`config.mk`:
```
export PLATFORM = sky130hd
export DESIGN_NAME = touch_gesture_classifier_core
export DESIGN_NICKNAME = d
export VERILOG_FILES = /design/src/rtl/tgc_pkg.sv /design/src/rtl/tgc_release_classify.sv /design/src/rtl/tgc_track.sv /design/src/rtl/touch_gesture_classifier_core.sv
export SDC_FILE = /design/constraint.sdc
export NUM_CORES = 1
export LEC_CHECK = 0
export ABC_AREA = 1
export ABC_CLOCK_PERIOD_IN_PS = 9000
export BUFFER_PORTS_ARGS = -buffer_cell sky130_fd_sc_hd__buf_2
export CORE_MARGIN = 1
export CORE_UTILIZATION = 44
export DETAILED_ROUTE_END_ITERATION = 10
export PLACE_DENSITY = 0.6
export SLEW_MARGIN = 10
export SYNTH_ARGS = -nofsm -noshare
export SYNTH_HDL_FRONTEND = slang
export SYNTH_SLANG_ARGS = --single-unit
```
`constraint.sdc`:
```
create_clock -name aclk -period 9 [get_ports aclk]
set_clock_uncertainty 0.2 [all_clocks]
set_input_delay 1.35 -clock aclk [delete_from_list [all_inputs] [get_ports aclk]]
set_output_delay 1.35 -clock aclk [all_outputs]
set_load 0.01 [all_outputs]
```
`src/rtl/tgc_pkg.sv`:
```
package tgc_pkg;

    // Coordinate width of the touch samples
    localparam int COORD_BITS = 12;

    // Fixed register widths
    localparam int RADIUS_BITS = 25;
    localparam int TRAVEL_BITS = 12;
    localparam int CFG_DATA_BITS = 25;
    localparam int CFG_INDEX_BITS = 2;

    // Squared distance and compare widths
    localparam int DIST_BITS = 2 * COORD_BITS + 1;
    localparam int DIST_CMP_BITS = (DIST_BITS > RADIUS_BITS) ? DIST_BITS : RADIUS_BITS;
    localparam int TRAV_CMP_BITS = (COORD_BITS > TRAVEL_BITS) ? COORD_BITS : TRAVEL_BITS;

    // Configuration register indexes
    localparam logic [CFG_INDEX_BITS-1:0] CFG_ENABLE = 2'd0;
    localparam logic [CFG_INDEX_BITS-1:0] CFG_TAP_RADIUS_SQ = 2'd1;
    localparam logic [CFG_INDEX_BITS-1:0] CFG_SWIPE_MIN_TRAVEL = 2'd2;

    // Configuration reset values
    localparam logic [RADIUS_BITS-1:0] TAP_RADIUS_SQ_RST = RADIUS_BITS'(30 * 30);
    localparam logic [TRAVEL_BITS-1:0] SWIPE_MIN_TRAVEL_RST = TRAVEL_BITS'(40);

    // Controller gesture codes
    localparam logic [7:0] CTL_UP = 8'h01;
    localparam logic [7:0] CTL_DOWN = 8'h02;
    localparam logic [7:0] CTL_LEFT = 8'h03;
    localparam logic [7:0] CTL_RIGHT = 8'h04;
    localparam logic [7:0] CTL_TAP = 8'h05;

    // Captured code values (low bits of the controller code)
    localparam logic [2:0] CAP_NONE = 3'd0;
    localparam logic [2:0] CAP_UP = 3'd1;
    localparam logic [2:0] CAP_DOWN = 3'd2;
    localparam logic [2:0] CAP_LEFT = 3'd3;
    localparam logic [2:0] CAP_RIGHT = 3'd4;
    localparam logic [2:0] CAP_TAP = 3'd5;

    // Published gesture codes
    localparam logic [2:0] G_NONE = 3'd0;
    localparam logic [2:0] G_TAP = 3'd1;
    localparam logic [2:0] G_LEFT = 3'd2;
    localparam logic [2:0] G_RIGHT = 3'd3;
    localparam logic [2:0] G_UP = 3'd4;
    localparam logic [2:0] G_DOWN = 3'd5;

    typedef struct packed {
        logic                  read_error;
        logic [3:0]            finger_count;
        logic                  sample_valid;
        logic [COORD_BITS-1:0] pos_x;
        logic [COORD_BITS-1:0] pos_y;
        logic [7:0]            gesture_code;
    } in_item_t;

    typedef struct packed {
        logic [2:0]            gesture;
        logic                  pressed;
        logic [COORD_BITS-1:0] cur_x;
        logic [COORD_BITS-1:0] cur_y;
    } out_item_t;

    typedef struct packed {
        logic                   enable;
        logic [RADIUS_BITS-1:0] tap_radius_sq;
        logic [TRAVEL_BITS-1:0] swipe_min_travel;
    } cfg_t;

    // Touch state seen by the release classifier
    typedef struct packed {
        logic [2:0]            captured_code;
        logic [COORD_BITS-1:0] origin_x;
        logic [COORD_BITS-1:0] origin_y;
        logic [COORD_BITS-1:0] last_x;
        logic [COORD_BITS-1:0] last_y;
    } touch_state_t;

endpackage

```
`src/rtl/tgc_release_classify.sv`:
```
module tgc_release_classify
    import tgc_pkg::*;
(
    input  touch_state_t st,
    input  cfg_t         cfg,
    output logic [2:0]   gesture
);

    logic signed [COORD_BITS:0] dx;
    logic signed [COORD_BITS:0] dy;
    logic [COORD_BITS:0]        neg_dx;
    logic [COORD_BITS:0]        neg_dy;
    logic [COORD_BITS-1:0]      adx;
    logic [COORD_BITS-1:0]      ady;
    logic [2*COORD_BITS-1:0]    sq_x;
    logic [2*COORD_BITS-1:0]    sq_y;
    logic [DIST_BITS-1:0]       dist_sq;
    logic                       in_radius;
    logic                       vertical;

    assign dx = $signed({1'b0, st.last_x}) - $signed({1'b0, st.origin_x});
    assign dy = $signed({1'b0, st.last_y}) - $signed({1'b0, st.origin_y});
    assign neg_dx = -dx;
    assign neg_dy = -dy;
    assign adx = dx[COORD_BITS] ? neg_dx[COORD_BITS-1:0] : dx[COORD_BITS-1:0];
    assign ady = dy[COORD_BITS] ? neg_dy[COORD_BITS-1:0] : dy[COORD_BITS-1:0];

    assign sq_x = adx * adx;
    assign sq_y = ady * ady;
    assign dist_sq = {1'b0, sq_x} + {1'b0, sq_y};

    assign in_radius = DIST_CMP_BITS'(dist_sq) <= DIST_CMP_BITS'(cfg.tap_radius_sq);
    assign vertical  = (ady > adx)
                    && (TRAV_CMP_BITS'(ady) >= TRAV_CMP_BITS'(cfg.swipe_min_travel));

    // Captured swipe wins, then tap, then a synthesized vertical swipe
    always_comb begin
        case (st.captured_code)
            CAP_LEFT:  gesture = G_LEFT;
            CAP_RIGHT: gesture = G_RIGHT;
            CAP_UP:    gesture = G_UP;
            CAP_DOWN:  gesture = G_DOWN;
            CAP_TAP:   gesture = G_TAP;
            default: begin
                if (in_radius) begin
                    gesture = G_TAP;
                end else if (vertical) begin
                    gesture = dy[COORD_BITS] ? G_UP : G_DOWN;
                end else begin
                    gesture = G_NONE;
                end
            end
        endcase
    end

endmodule

```
`src/rtl/tgc_track.sv`:
```
module tgc_track
    import tgc_pkg::*;
(
    input  logic      aclk,
    input  logic      aresetn,
    input  logic      advance,
    input  in_item_t  item,
    input  cfg_t      cfg,
    output out_item_t result
);

    logic         finger_down_reg;
    logic         finger_down_next;
    logic         origin_seeded_reg;
    logic         origin_seeded_next;
    touch_state_t st_reg;
    touch_state_t st_next;
    logic [2:0]   release_gesture;
    logic         live;

    tgc_release_classify u_classify (
        .st      (st_reg),
        .cfg     (cfg),
        .gesture (release_gesture)
    );

    assign live = cfg.enable && !item.read_error;

    always_comb begin
        finger_down_next   = finger_down_reg;
        origin_seeded_next = origin_seeded_reg;
        st_next            = st_reg;
        result.gesture     = G_NONE;

        if (live && item.finger_count != 4'd0) begin
            finger_down_next = 1'b1;
            if (item.sample_valid) begin
                st_next.last_x = item.pos_x;
                st_next.last_y = item.pos_y;
                if (!origin_seeded_reg) begin
                    st_next.origin_x   = item.pos_x;
                    st_next.origin_y   = item.pos_y;
                    origin_seeded_next = 1'b1;
                end
            end
            // Swipe codes override; tap only when nothing captured yet
            if (item.gesture_code == CTL_UP || item.gesture_code == CTL_DOWN
                || item.gesture_code == CTL_LEFT || item.gesture_code == CTL_RIGHT) begin
                st_next.captured_code = item.gesture_code[2:0];
            end else if (item.gesture_code == CTL_TAP && st_reg.captured_code == CAP_NONE) begin
                st_next.captured_code = CAP_TAP;
            end
        end else if (live && finger_down_reg) begin
            result.gesture        = release_gesture;
            finger_down_next      = 1'b0;
            origin_seeded_next    = 1'b0;
            st_next.captured_code = CAP_NONE;
        end

        result.pressed = finger_down_next;
        result.cur_x   = finger_down_next ? st_next.last_x : '0;
        result.cur_y   = finger_down_next ? st_next.last_y : '0;
    end

    always_ff @(posedge aclk) begin
        if (!aresetn) begin
            finger_down_reg   <= 1'b0;
            origin_seeded_reg <= 1'b0;
            st_reg            <= '0;
        end else if (advance) begin
            finger_down_reg   <= finger_down_next;
            origin_seeded_reg <= origin_seeded_next;
            st_reg            <= st_next;
        end
    end

endmodule

```
`src/rtl/touch_gesture_classifier_core.sv`:
```
// An accepted item goes first into the input register, then into the result register once
// that register is free or being drained.
// Throughput: one item per cycle while the result side keeps m_ready high.
// Reset (aresetn low, synchronous): both stages empty, touch state cleared to zero,
// enable = 1, tap_radius_sq = 900, swipe_min_travel = 40.
module touch_gesture_classifier_core
    import tgc_pkg::*;
(
    input  logic                      aclk,
    input  logic                      aresetn,
    // configuration write port
    input  logic                      cfg_wr_en,
    input  logic [CFG_INDEX_BITS-1:0] cfg_index,
    input  logic [CFG_DATA_BITS-1:0]  cfg_wdata,
    // poll items in
    input  logic                      s_valid,
    output logic                      s_ready,
    input  in_item_t                  s_data,
    // classified results out
    output logic                      m_valid,
    input  logic                      m_ready,
    output out_item_t                 m_data
);

    cfg_t      cfg_reg;
    logic      in_valid_reg;
    in_item_t  in_data_reg;
    logic      out_valid_reg;
    out_item_t out_data_reg;
    out_item_t result;
    logic      advance;

    // Move the held item into the result register when that slot is free or
    // being drained this cycle. The touch state updates in the same edge.
    assign advance = in_valid_reg && (!out_valid_reg || m_ready);

    // Take a new item whenever the input register is empty or moving on, so a
    // result waiting downstream stalls the next poll only while an item is also held.
    assign s_ready = !in_valid_reg || advance;

    assign m_valid = out_valid_reg;
    assign m_data  = out_data_reg;

    // Configuration registers: writes beyond the list are dropped.
    always_ff @(posedge aclk) begin
        if (!aresetn) begin
            cfg_reg.enable           <= 1'b1;
            cfg_reg.tap_radius_sq    <= TAP_RADIUS_SQ_RST;
            cfg_reg.swipe_min_travel <= SWIPE_MIN_TRAVEL_RST;
        end else if (cfg_wr_en) begin
            case (cfg_index)
                CFG_ENABLE:           cfg_reg.enable <= cfg_wdata[0];
                CFG_TAP_RADIUS_SQ:    cfg_reg.tap_radius_sq <= cfg_wdata[RADIUS_BITS-1:0];
                CFG_SWIPE_MIN_TRAVEL: cfg_reg.swipe_min_travel <= cfg_wdata[TRAVEL_BITS-1:0];
                default: begin
                end
            endcase
        end
    end

    // Input stage: hold the poll until it advances.
    always_ff @(posedge aclk) begin
        if (!aresetn) begin
            in_valid_reg <= 1'b0;
        end else if (s_ready) begin
            in_valid_reg <= s_valid;
        end
    end

    always_ff @(posedge aclk) begin
        if (s_ready && s_valid) begin
            in_data_reg <= s_data;
        end
    end

    // Touch tracking and release classification on the held item.
    tgc_track u_track (
        .aclk    (aclk),
        .aresetn (aresetn),
        .advance (advance),
        .item    (in_data_reg),
        .cfg     (cfg_reg),
        .result  (result)
    );

    // Result stage: load on advance, clear once taken with nothing behind it.
    always_ff @(posedge aclk) begin
        if (!aresetn) begin
            out_valid_reg <= 1'b0;
        end else if (advance) begin
            out_valid_reg <= 1'b1;
        end else if (m_ready) begin
            out_valid_reg <= 1'b0;
        end
    end

    always_ff @(posedge aclk) begin
        if (advance) begin
            out_data_reg <= result;
        end
    end

endmodule
```
==> metrics, run 1 <==
RSZ-0062 raised after global routing=yes; status=finished, violations left; Setup crit start=u_track.st_reg[0]; Worst Setup Path Type=flip-flop to flip-flop; CP Capture Type=flip-flop; Net count, final=about 3000; CTS Root Cell=clkbuf_16; 1st-iter DRT viols=500; Crit-path slowest cell=fa_2; Top Ports=100; R2R Path Start=u_track.st_reg[0]; most frequent cells in the layout=inv_1 (483), buf_4 (319), nand2_1 (242), fa_1 (183), ha_1 (161); period utilization=100%; max-slew violations=0; Cells after Synth=2061; Setup WS post-layout=-0.0406 ns; post-synthesis cell area=0.0170 sq mm; Die H=198 um; area of the core=0.0378 sq mm; worst rel slew slack=26.9%; Placed Area=0.0201 sq mm; hold wc startpoint=u_track.st_reg[46]; number of flip-flops in the largest register=between 50 and 60; Hold Fails Final Rpt=0; share of layout cells above drive strength 1=around 29%; FP Rows=71; net count after synthesis=roughly 2500; Total Wirelength=46500 um; FMAX=111 MHz; H-tree depth=4; Clock Sinks=159; crit path DAT=9.02 ns; post-synthesis register bit count=about 160; vias=14400; clock buffer depth=2; register area=~0.0038 sq mm; synth unique cells=51; WL/cell=15.4 um; Layout Cells excl Fill=3012; clock slew at reported path FFs=0.07 ns; Layout area overhead=30.4%; Vias per Instance=4.77; fillers=3399; Max Cap Violations=0; syn_area_per_cell=between 8 and 9 sq um; number of global-route vias before repair=14800; Placed Instances=2924; area of the multi-input gates=0.0118 sq mm; antenna violations before repair=6; Crit Path Max Fanout=7; HP Class=flip-flop to flip-flop; overall routing resource usage=24.9%; clk_lat worst skew=0.43 ns; CP max stage delay=0.57 ns; first-pass GRT wire length=75800 um; Setup crit start kind=flip-flop; Seq/Total Area, Yosys=22.6%; Overflow after GRT=0; I/O Buffers=99; Remaining DRCs=0; die extent in x=roughly 200 um; post-layout instance area=0.0221 sq mm; RePlAce Congestion=0.931; Detailed Place HPWL=38300 um; failing checks=negative setup slack; CTS tree=yes; most common cell after layout, fill and taps aside=inv_1; final worst path period need=9.04 ns; final setup fails=1; total number of yosys warnings=0; largest net degree at the start of global routing=68; Die ar.=between 0.03 and 0.04 sq mm; Worst EP required=8.98 ns; Num CTS Buffers=17; Starting Density=44.9%; ANT nets after route=0; worst slew pin tran=1.09 ns; hold_ws=0.259 ns; first-pass detailed-route iteration total=4
cells in the mapped netlist (all sizes together):
cell | instances | area [sq um]
dfxtp | 93 | 1860
a21oi | 149 | 761
nand3b | 4 | 30.0
o21a | 3 | 22.5
edfxtp | 66 | 1980
nand4 | 19 | 119
clkbuf | 29 | 109
a211oi | 9 | 67.6
or2 | 4 | 27.5
xnor2 | 11 | 104
o21ai | 104 | 532
a21boi | 1 | 7.51
buf | 9 | 81.3
and2 | 2 | 13.8
fa | 201 | 4020
nand3 | 75 | 380
xor2 | 24 | 330
o22ai | 1 | 6.26
a221oi | 1 | 8.76
clkinv | 2 | 7.51
ha | 178 | 2230
nor2 | 200 | 788
inv | 531 | 2000
o211ai | 13 | 97.6
a31oi | 2 | 12.5
nand2 | 304 | 1210
o31ai | 4 | 30.0
a21o | 4 | 30.0
nor3 | 12 | 65.1
o21bai | 6 | 45.0
critical path: cells and delay by family, from the launching register on:
family | cells | cell delay [ns]
adder cells (fa/ha/maj) | 11 | 4.59
AO/OA/AOI/OAI | 5 | 0.55
AND/OR/NAND/NOR | 16 | 1.26
buffers and inverters | 16 | 1.45
XOR/XNOR | 2 | 0.41
flip-flops | 1 | 0.32
final timing paths:
| check | cells after the start | end | slack, ns |
|---|---|---|---|
| max | 50 | m_data[25] | -0.04 |
| min | 2 | u_track.st_reg[46] | 0.26 |
| max reg2reg | 50 | m_data[25] | -0.04 |
| min reg2reg | 2 | u_track.st_reg[46] | 0.26 |
cell type report:
type,count,area share [%]
Multi-Input combinational cell,1331,53.4
Sequential cell,159,17.4
Timing Repair Buffer,444,14.5
Inverter,533,9.15
Tap cell,511,2.89
Clock buffer,19,2.00
Clock inverter,13,0.695
Antenna cell,2,0.0226
kinds of logic (layout without fill, tap and decap cells):
group                      after synthesis  in the layout  synth area share [%]
and+or+nand+nor                        620            620                  15.5
AOI/OAI and AO/OA                      297            297                  9.54
buffers and inverters                  571           1009                  12.9
xor gates and xnor gates                35             35                  2.56
other                                    0              2                     0
adders and majority gates              379            379                  36.8
DFF                                    159            159                  22.6
metal layers:
| layer | vias up | share of wire (%) | GRT usage (%) |
|---|---|---|---|
| met1 | 6811 | 45 | 32.6 |
| met4 | 6 | 2.0 | 6.47 |
| li1 | 7225 | - | - |
| met5 | - | 0.082 | 0 |
| met2 | 262 | 49 | 43.2 |
| met3 | 59 | 3.7 | 3.14 |
metrics by stage:
stage	utilization, %	worst slack, ns	setup TNS, ns
after CTS	56.4	-0.0799	-0.106
after detailed placement	53.1	-0.760	-1.41
after global placement	53.1	-0.725	-1.35
after floorplan	-	0.0256	0
final	58.5	-0.0406	-0.0406
after global routing	58.5	-0.383	-0.749
what timing repair did:
item	4_1_cts	5_1_grt
endpoints found under the setup margin	2	2
buffers inserted	16	39
gates resized for setup	141	138
pin swaps	73	153
hold buffers	0	0
Power of run 1 is not shown: default switching activity piles up to over one toggle a cycle in this logic, so the estimate is an artifact.
==> run 2: changes to the inputs <==
--- a/config.mk
+++ b/config.mk
@@ -7,7 +7,7 @@
 export LEC_CHECK = 0
 export ABC_AREA = 1
 export ABC_CLOCK_PERIOD_IN_PS = 9000
-export BUFFER_PORTS_ARGS = -buffer_cell sky130_fd_sc_hd__buf_2
+export BUFFER_PORTS_ARGS = -buffer_cell sky130_fd_sc_hd__buf_4
 export CORE_MARGIN = 1
 export CORE_UTILIZATION = 44
 export DETAILED_ROUTE_END_ITERATION = 10
==> run 2 against run 1 <==
Compared with the run above:
- the flow now finishes without violations
- critical path depth is 4 lower
- via count hardly changed
- worst hold slack better by 0.0019 ns
- critical path type unchanged
- critical endpoint unchanged
- largest cell class unchanged
==> metrics, run 2 (synthesized netlist as in run 1, its figures left out) <==
status=finished clean; RSZ-0062 raised after global routing=yes; overall routing resource usage=24.8% (-0.047 points); Remaining DRCs=0 (unchanged); area of the multi-input gates=0.0118 sq mm (-0.52%); FMAX=112 MHz (+1.4%); Die H=198 um (unchanged); worst slack at placement=-0.786 ns (-0.0258 ns); register area=0.00385 sq mm (about the same); worst slew pin tran=1.17 ns (+0.0842 ns); Clock Sinks=159 (unchanged); first-pass detailed-route iteration total=4 (unchanged); most common cell after layout, fill and taps aside=inv_1; antenna violations before repair=0 (-6); Num CTS Buffers=17 (unchanged); n_diodes=0 (-2); first-pass GRT wire length=76200 um (+0.56%); clock buffer depth=2 (unchanged); hold_ws=0.261 ns (+0.00193 ns); HP Class=flip-flop to flip-flop; final setup fails=0 (-1); 1st-iter DRT viols=546 (+9.2%); CTS Root Cell=clkbuf_16; CP top delay family=adder cells; Top Ports=100 (unchanged); Reg2Reg Depth=46 (-8.0%); H-tree depth=4 (unchanged); FP Rows=71 (unchanged); Crit path top cell by count=buf_4; Setup crit start kind=flip-flop; fillers=3377 (-0.65%); r2r setup slk=0.09 ns (+0.13 ns); CP Capture Type=flip-flop; Setup WS post-layout=0.0853 ns (+0.126 ns); Crit Path Max Fanout=4 (-3); CP max stage delay=0.56 ns (about the same); met3 wire length=1880 um (+7.7%); I/O Buffers=99 (unchanged); clock slew at reported path FFs=0.06 ns (about the same); clk_lat worst skew=0.42 ns (about the same); met1 wire length=20500 um (-1.4%); RePlAce Congestion=0.946 (+1.6%); Worst EP required=8.97 ns (about the same); share of layout cells above drive strength 1=28.7% (-0.64 points); CTS tree=yes; CP Buf/Inv Count=15 (-1); max-slew violations=0 (unchanged); Max Cap Violations=0 (unchanged); number of flip-flops in the largest register=51 (unchanged); WL/cell=15.2 um (-1.3%); hold path cells=2 (unchanged); area of the core=0.0378 sq mm (unchanged); Detailed Place HPWL=38200 um (-0.18%); Vias per Instance=4.75 (-0.47%); Layout area overhead=32.2%; largest net degree at the start of global routing=68 (unchanged); Post-CTS Hold Fix Bufs=0 (unchanged); Starting Density=44.9% (unchanged); crit path DAT=8.89 ns (-0.13 ns); number of global-route vias before repair=15100 (+2.0%); Total Wirelength=46100 um (-0.81%); Worst Setup Path Type=flip-flop to flip-flop; highest metal used=met4; Crit-path slowest cell=fa_1; Hold Fails Final Rpt=0 (unchanged); vias=14400 (+0.028%); WL met2=22500 um (-1.9%); worst rel slew slack=21.7% (-5.2 points); final core occ=59.3% (+0.80 points); Overflow after GRT=0 (unchanged); Die ar.=0.0394 sq mm (unchanged); die extent in x=198 um (unchanged); critical path depth=46 (-8.0%); Net count, final=2952 (+0.58%); most frequent cells in the layout=inv_1 (485), buf_4 (434), nand2_1 (251), fa_1 (190), ha_1 (164); ANT nets after route=0 (unchanged); final worst path period need=8.91 ns (-0.126 ns); period utilization=99.1% (-1.4 points)
==> run 2: cell types whose count changed in the layout (fill, tap and decap cells not counted), sizes merged <==
cell	delta
bufinv	-1
diode	-2
a21oi	+1
clkinv	-3
buf	+16
clkbuf	+3
clkinvlp	+1
==> run 2: what timing repair did <==
| action | 4_1_cts | 5_1_grt |
|---|---|---|
| pin swaps | 115 | 99 |
| gates resized for setup | 162 | 86 |
| setup endpoints to repair | 2 | 2 |
| gates cloned | 1 | 0 |
| setup buffers | 45 | 14 |
==> run 2: metrics by stage <==
| step | instances | cell area [sq um] | TNS [ns] |
|---|---|---|---|
| 6_report | 3027 | 22400 | 0 |
| 5_1_grt | 3027 | 22400 | -0.606 |
| 4_1_cts | 3013 | 22000 | -0.0302 |
| 3_5_place_dp | 2936 | 20500 | -1.47 |
| 3_3_place_gp | 2936 | 20500 | -1.33 |
| 2_1_floorplan | 2061 | 17000 | 0 |
==> run 2: worst reg2reg max path, delay by kind of cell (launching register included) <==
kind | cells | cell delay [ns]
buffers and inverters | 15 | 1.34
AND/OR/NAND/NOR | 12 | 1.15
adder cells (fa/ha/maj) | 12 | 4.79
XOR/XNOR | 1 | 0.12
AO/OA/AOI/OAI | 6 | 0.72
flip-flops | 1 | 0.32
==> run 2: path summary, 6_finish.rpt <==
| path | from | endpoint |
|---|---|---|
| worst min-delay path | u_track.st_reg[47] | u_track.st_reg[47] |
| worst max register to register | u_track.st_reg[0] | m_data[25] |
| worst max-delay path | u_track.st_reg[0] | m_data[25] |
| worst min register to register | u_track.st_reg[47] | u_track.st_reg[47] |
==> run 2: area by class of cell <==
type	instances	share of cell area [%]
Clock buffer	22	2.12
Sequential cell	159	17.1
Multi-Input combinational cell	1332	52.4
Tap cell	511	2.85
Inverter	533	9.04
Timing Repair Buffer	460	16.0
Clock inverter	10	0.446
==> run 2: routing by layer <==
metal  up-vias  global-route usage [%]
met5         -                       0
met4         0                    7.69
met3        70                    3.17
met2       265                    43.3
met1      6784                    32.0
li1       7248                       -
Power of run 2 is left out for the same reason.
==> run 3: changes to the inputs <==
--- a/config.mk
+++ b/config.mk
@@ -7,11 +7,12 @@
 export LEC_CHECK = 0
 export ABC_AREA = 1
 export ABC_CLOCK_PERIOD_IN_PS = 9000
-export BUFFER_PORTS_ARGS = -buffer_cell sky130_fd_sc_hd__buf_4
 export CORE_MARGIN = 1
 export CORE_UTILIZATION = 44
+export CTS_CLUSTER_DIAMETER = 40
 export DETAILED_ROUTE_END_ITERATION = 10
-export PLACE_DENSITY = 0.6
+export DONT_BUFFER_PORTS = 1
+export PLACE_DENSITY = 0.58
 export SLEW_MARGIN = 10
 export SYNTH_ARGS = -nofsm -noshare
 export SYNTH_HDL_FRONTEND = slang
==> run 3 against run 2 <==
Compared with the run above:
- the flow now finishes with violations (negative setup slack)
- utilization fell by 2.4 points
- sequential cell count did not move
- sequential share of layout area rose by 0.71 points
- wire length barely moved
- die area did not move
- via count fell by 1.8%
- register-to-register slack got worse by 0.17 ns
- clock-buffer cell count fell by 3
- non-clock buffer count fell by 107
- final area fell by 4.0%
- worst setup slack got worse by 0.17 ns
- critical path depth rose by 1
==> metrics, run 3 (synthesized netlist as in run 1, its figures left out) <==
worst reg2reg endpoint=m_data[25]; Worst Setup Path Type=flip-flop to flip-flop; Total Wirelength=46100 um (about the same); Starting Density=44.9% (unchanged); max-slew violations=0 (unchanged); Placed Area=0.0198 sq mm (-3.3%); Setup WS post-layout=-0.0871 ns (-0.172 ns); worst rel slew slack=18.5% (-3.1 points); most frequent cells in the layout=inv_1 (488), buf_4 (326), nand2_1 (256), fa_1 (182), ha_1 (165); CP max stage delay=0.59 ns (+0.03 ns); final worst path period need=9.09 ns (+0.172 ns); ANT nets after route=0 (unchanged); Worst EP required=9.00 ns (+0.03 ns); WL/cell=15.8 um (+3.5%); vias=14100 (-1.8%); crit path DAT=9.08 ns (+0.19 ns); Clock Sinks=159 (unchanged); Max Cap Violations=0 (unchanged); clock buffer depth=2 (unchanged); clock slew at reported path FFs=0.07 ns (about the same); final setup fails=2 (+2); Placed Instances=2846 (-3.1%); FMAX=110 MHz (-1.9%); largest net degree at the start of global routing=68 (unchanged); HP Class=flip-flop to flip-flop; hold path endpoint=u_track.st_reg[31]; Overflow after GRT=0 (unchanged); Remaining DRCs=0 (unchanged); hold wc startpoint=u_track.st_reg[31]; Crit-path slowest cell=fa_2; hold_ws=0.257 ns (-0.00395 ns); share of layout cells above drive strength 1=25.5% (-3.2 points); CP top delay family=adder cells; FP Rows=71 (unchanged); RSZ-0062 raised after global routing=yes; Layout Cells excl Fill=2922 (-3.5%); Hold Fails Final Rpt=0 (unchanged); CTS tree=yes; Crit Path Max Fanout=3 (-1); first-pass detailed-route iteration total=5 (+1); RePlAce Congestion=0.940 (-0.62%); area of the core=0.0378 sq mm (unchanged); Crit path top cell by count=nand2_2; I/O Buffers=0 (-100%); 1st-iter DRT viols=629 (+15%); number of flip-flops in the largest register=51 (unchanged); Layout area overhead=26.9%; Num CTS Buffers=17 (unchanged); Reg2Reg Depth=47 (+2.2%); hold path cells=2 (unchanged); CP Buf/Inv Count=13 (-2); Net count, final=2845 (-3.6%); most common cell after layout, fill and taps aside=inv_1; overall routing resource usage=24.8% (about the same); fillers=3498 (+3.6%); failing checks=negative setup slack; Post-CTS Hold Fix Bufs=0 (unchanged); R2R Path Start=u_track.st_reg[12]; Die ar.=0.0394 sq mm (unchanged); number of global-route vias before repair=14800 (-2.3%); Top Ports=100 (unchanged); die extent in x=198 um (unchanged); antenna violations before repair=2 (+2); Detailed Place HPWL=38200 um (about the same); register area=0.00385 sq mm (about the same); CP Capture Type=flip-flop; final core occ=56.9% (-2.4 points); post-layout instance area=0.0215 sq mm (-4.0%); period utilization=101% (+1.9 points); status=finished, violations left; Vias per Instance=4.83 (+1.7%); Setup crit start kind=flip-flop; first-pass GRT wire length=75000 um (-1.6%); H-tree depth=4 (unchanged); CTS Root Cell=clkbuf_16; clk_lat worst skew=0.44 ns (+0.02 ns); Die H=198 um (unchanged); worst slew pin tran=1.22 ns (+0.0466 ns); r2r setup slk=-0.09 ns (-0.17 ns); area of the multi-input gates=0.0117 sq mm (-0.84%)
run 3: cell type report:
cell class / count / area share [%]
diodes: 2 / 0.0232
clock buffers: 19 / 2.01
clock inverters: 13 / 0.639
inverters: 533 / 9.43
multi-input cells: 1332 / 54.1
flip-flops and latches: 159 / 17.9
well taps: 511 / 2.97
repair buffers: 353 / 13.0
run 3: worst max-delay path by stage:
stage | startpoint | endpoint | slack, ns | cells past startpoint
after floorplan | u_track.st_reg[12] | m_data[25] | 0.03 | 49
after global placement | u_track.st_reg[12] | m_data[25] | -0.73 | 47
after detailed placement | u_track.st_reg[12] | m_data[25] | -0.84 | 47
after CTS | u_track.st_reg[12] | m_data[25] | -0.12 | 55
after global routing | u_track.st_reg[12] | m_data[25] | -0.51 | 48
final | u_track.st_reg[12] | m_data[25] | -0.09 | 47
run 3: timing repair:
action / in CTS / in global routing
pin swaps: 100 / 106
setup buffers: 21 / 21
gates resized for setup: 150 / 94
endpoints found under the setup margin: 2 / 2
cloned: 1 / 0
run 3: through the flow:
stage / worst slack (ns) / setup TNS (ns)
after detailed placement: -0.842 / -1.62
after global routing: -0.506 / -0.911
after CTS: -0.124 / -0.192
after floorplan: 0.0256 / 0
final: -0.0871 / -0.108
after global placement: -0.730 / -1.41
run 3: worst register-to-register path: cells and delay by family, from the launching register on:
| family | cells | cell delay [ns] |
|---|---|---|
| XOR/XNOR | 1 | 0.21 |
| buffers and inverters | 13 | 1.16 |
| adder cells (fa/ha/maj) | 11 | 4.68 |
| flip-flops | 1 | 0.33 |
| AO/OA/AOI/OAI | 4 | 0.47 |
| AND/OR/NAND/NOR | 18 | 1.83 |
run 3: metal layers:
| metal | global-route usage [%] | part of all wire, % | wire length [um] |
|---|---|---|---|
| met3 | 4.24 | 4.6 | 2130 |
| met1 | 30.5 | 43 | 19900 |
| met5 | 0 | 0.028 | 13 |
| met2 | 44.0 | 49 | 22700 |
| met4 | 8.15 | 2.8 | 1290 |
Power of run 3 is left out for the same reason.
